--- config.mk ---
export PLATFORM = sky130hd
export DESIGN_NAME = wsbc_mul
export DESIGN_NICKNAME = d
export VERILOG_FILES = /design/src/hw/rtl/wsbc_mul.sv
export SDC_FILE = /design/constraint.sdc
export NUM_CORES = 2
export LEC_CHECK = 0
export ABC_AREA = 1
export BUFFER_PORTS_ARGS = -buffer_cell sky130_fd_sc_hd__buf_2
export CAP_MARGIN = 20
export CELL_PAD_IN_SITES_DETAIL_PLACEMENT = 1
export CELL_PAD_IN_SITES_GLOBAL_PLACEMENT = 1
export CORE_MARGIN = 2
export CORE_UTILIZATION = 49
export DETAILED_ROUTE_END_ITERATION = 7
export PLACE_DENSITY = 0.88
export SLEW_MARGIN = 10
export SYNTH_ARGS = -nofsm -noshare
export SYNTH_HDL_FRONTEND = slang
export SYNTH_SLANG_ARGS = --single-unit
--- constraint.sdc ---
create_clock -name clock -period 12.4 [get_ports clock]
set_input_delay 0 -clock clock [delete_from_list [all_inputs] [get_ports clock]]
set_output_delay 0 -clock clock [all_outputs]
set_load 0.01 [all_outputs]
--- src/hw/rtl/wsbc_mul.sv ---
// Two-stage signed multiplier built from 32-bit limbs.
// Depends on nothing; used by the clip stages and the corner band test.
module wsbc_mul #(
   parameter int AW = 33,
   parameter int BW = 33
) (
   input  logic                     clock,
   input  logic                     en,
   input  logic signed [AW-1:0]     a,
   input  logic signed [BW-1:0]     b,
   output logic signed [AW+BW-1:0]  p
);

   localparam int PW = AW + BW;
   localparam int HA = AW - 32;
   localparam int HB = BW - 32;

   logic signed [65:0]      ll_ff, ll_in;
   logic signed [HB+32:0]   lh_ff, lh_in;
   logic signed [HA+32:0]   hl_ff, hl_in;
   logic signed [HA+HB-1:0] hh_ff, hh_in;
   logic signed [PW-1:0]    p_ff, p_in;

   // The low limbs are unsigned, the high limbs carry the sign.
   assign ll_in = $signed({1'b0, a[31:0]}) * $signed({1'b0, b[31:0]});
   assign lh_in = $signed({1'b0, a[31:0]}) * $signed(b[BW-1:32]);
   assign hl_in = $signed(a[AW-1:32]) * $signed({1'b0, b[31:0]});
   assign hh_in = $signed(a[AW-1:32]) * $signed(b[BW-1:32]);

   assign p_in = (PW'(hh_ff) <<< 64) + (PW'(lh_ff) <<< 32) + (PW'(hl_ff) <<< 32)
               + PW'(ll_ff);

   always_ff @(posedge clock) begin
      if (en) begin
         ll_ff <= ll_in;
         lh_ff <= lh_in;
         hl_ff <= hl_in;
         hh_ff <= hh_in;
         p_ff  <= p_in;
      end
   end

   assign p = p_ff;

endmodule

==> flow_summary.yaml <==
status:
  status: "finished, final reports clean"
clock_network:
  cts.repair.resized: 0
  cts_sinks: 200
  cts.hold.buffers_added: 0
  ctsHtreeMaxLevel: 4
  worst_skew_pair.late_latency_ns: 0.49
  root_buffer: "clkbuf_16"
  cts_clk_pin_slew_worst_paths_ns: 0.08
  postCtsSetupRepairBufs: 0
  cts-buffers-inserted: 17
  cts_buffer_depth: 2
  cts_tree: "done"
grt:
  grt_remaining_overflow: 0
  grt_most_used_layer: "met2"
  track_usage_pct: 34.9
  maximum_number_of_pins_on_one_net_before_global_route_repair: 133
  groute.layer.met1.usage_pct: 38.9
  met2_usage_pct: 61.6
  antenna_found_initial: 4
  grt_pass1_vias: 45500
  wire_length_of_the_first_global_routing_pass_um: 258000
  grt_util_met3_pct: 5.28
logic_synthesis:
  synth_area_leaders: "fa_1 40%, inv_1 15%, nand2_1 14%"
  yosys-top-cells-count: "1845 x inv_1, 1789 x nand2_1, 930 x fa_1, 297 x ha_1, 246 x clkbuf_1"
  synthDominantAreaCellType: "fa_1"
  yosys_warnings: 0
  netlist_instances: 6023
  synth_enable_flop_cells: 200
  post-synth-top-area-fraction_pct: 39.7
  synthDistinctLibCells: 41
  synth.most_common_cell: "inv_1"
  total_nets_after_synthesis: 7318
  synth_seq_area_share_pct: 12.8
  postSynthAreaPerCell_um2: 7.79
  synthFlopType: "edfxtp_1"
  postSynthRegisterBits: 200
  cell_area_synth_mm2: 0.0469
  ys_async_sr_fraction_pct: 0
floorplanning:
  dieArea_mm2: 0.0982
  die_w_um: 313
  chipHeight_um: 313
  placement_rows: 113
  initial_utilization_pct: 49.4
  pin_count: 134
  coreArea_mm2: 0.0949
route:
  route.detailed.vias_per_inst: 5.45
  overall_via_count_from_detail_route: 39300
  drt_first_iter_violations: 3032
  detail_route.drc_violations: 0
  routed_wire_length_per_instance_um: 23.5
  drtAntennaViolNets: 0
  finalWirelength_um: 169000
  dr.pass1.iters: 5
job:
  max_cap_violations: 0
setup_path:
  crit-reg2reg-launch: "ll_ff[33]"
  critPathLaunchType: "input port"
  endpoint_kind: "flip-flop"
  path_max_fanout: 34
  critPathRequiredTime_ns: 12.61
  crit_start: "a[14]"
  worstSetupPathType: "in -> reg"
  critPathArrivalTime_ns: 7.44
  ff2ff_path_depth: 12
  crit-reg2reg-capture: "p[65]"
  rrSetupSlack_ns: 9.01
layout:
  areaGrowthSynthToFinish_pct: 4.21
  finalNetCount: 7225
  share_of_cells_above_drive_strength_1_pct: 3.99
  post-route-cell-area_mm2: 0.0489
worst_hold_path:
  hp-class: "in -> reg"
  timing.hold.worst_path_depth: 3
  worstHoldEndpoint: "hh_ff[0]"
  worst_hold_startpoint: "b[32]"
placement:
  placedInstanceArea_mm2: 0.0483
  gp_routability_congestion: 0.996
  detailed_place_hpwl_um: 138000
  buffer_ports.inserted: 133
sta:
  tns_ns: 0
  setup_violators_final: 0
  worst_clock_skew_ns: 0.0321
  worst_slew_pin_slew_ns: 1.19
  period_share_pct: 58.3
  timing.fmax_ghz: 0.138
  timing_hold_violations_final: 0
  period_minus_slack_ns: 7.23
  maxSlewHeadroom_pct: 20.4
  rsz0062_at_grt: "false"
  drv_slew: 0
-- routing by layer --
layer  vias to the layer above  routed length, µm
met5                         -                  0
li1                      16700                  -
met2                      1871              85700
met1                     20000              58300
met3                       748              12200
met4                         0              13200
-- cells by family after synthesis --
logic type      share of synthesized area, %
compound gates                          1.61
flops                                   12.8
xor+xnor                                2.11
buf+inv                                 17.1
other cells                          0.00799
fa+ha+maj                               47.6
simple gates                            18.8
-- critical path: stages --
cell and delay, ns:
buf_2 0.78, nand2_1 0.17, inv_1 0.13, fa_1 0.45
fa_1 0.56, inv_1 0.06, fa_1 0.55, fa_1 0.44
fa_1 0.54, inv_1 0.05, fa_1 0.57, fa_1 0.49
fa_1 0.66, ha_1 0.36, nand2_1 0.09, nand2_1 0.06
nand2_1 0.05, nand2_1 0.07, a21oi_1 0.44, nand3_1 0.39
xor2_1 0.49
-- worst max-delay path by stage --
| stage | end | slack (ns) | cells past startpoint |
|---|---|---|---|
| final | ll_ff[27] | 5.17 | 21 |
| after global routing | ll_ff[27] | 5.11 | 21 |
| after CTS | ll_ff[27] | 5.30 | 21 |
| after detailed placement | ll_ff[27] | 4.82 | 21 |
| after global placement | ll_ff[27] | 5.06 | 21 |
| after floorplan | ll_ff[62] | 6.26 | 28 |
-- placed cells by master, fill, tap and decap left out, types with 7 or more instances in the layout --
cell       instances
buf_4             19
inv_2             14
nor2_4             7
nor3_1            37
o21bai_1          12
a21oi_1           93
fa_1             930
o21ai_0           24
nand2_1         1789
clkbuf_16         17
ha_1             297
nand3_1          109
inv_1           1845
nand4_1           32
edfxtp_1         200
xor2_1            86
nor2_2            24
nor2_1           193
buf_2            132
xnor2_1           27
-- area by class of cell --
type	instances	area (µm²)
fillers	11800	46000
multi-input cells	3698	32900
inverters	1861	6990
flip-flops and latches	200	6010
well taps	1265	1580
repair buffers	152	817
clock buffers	19	433
clock inverters	13	146
diodes	6	15.0
-- per-stage QoR --
stage	hold slack [ns]	util, %	worst slack [ns]	std cells
6_report	0.165	51.5	5.17	7214
5_1_grt	0.173	51.5	5.11	7210
4_1_cts	0.127	51.5	5.30	7208
3_5_place_dp	0.406	50.9	4.82	7176
3_3_place_gp	0.406	50.9	5.06	7176
2_1_floorplan	0.112	-	6.26	6023
-- flip-flops by register name, summed over array words and instances, names as in the netlist --
name,cells
p,66
ll_ff,64
hh_ff,2
hl_ff,34
lh_ff,34
Power is not shown: default switching activity piles up to over one toggle a cycle in this logic, so the estimate is an artifact.
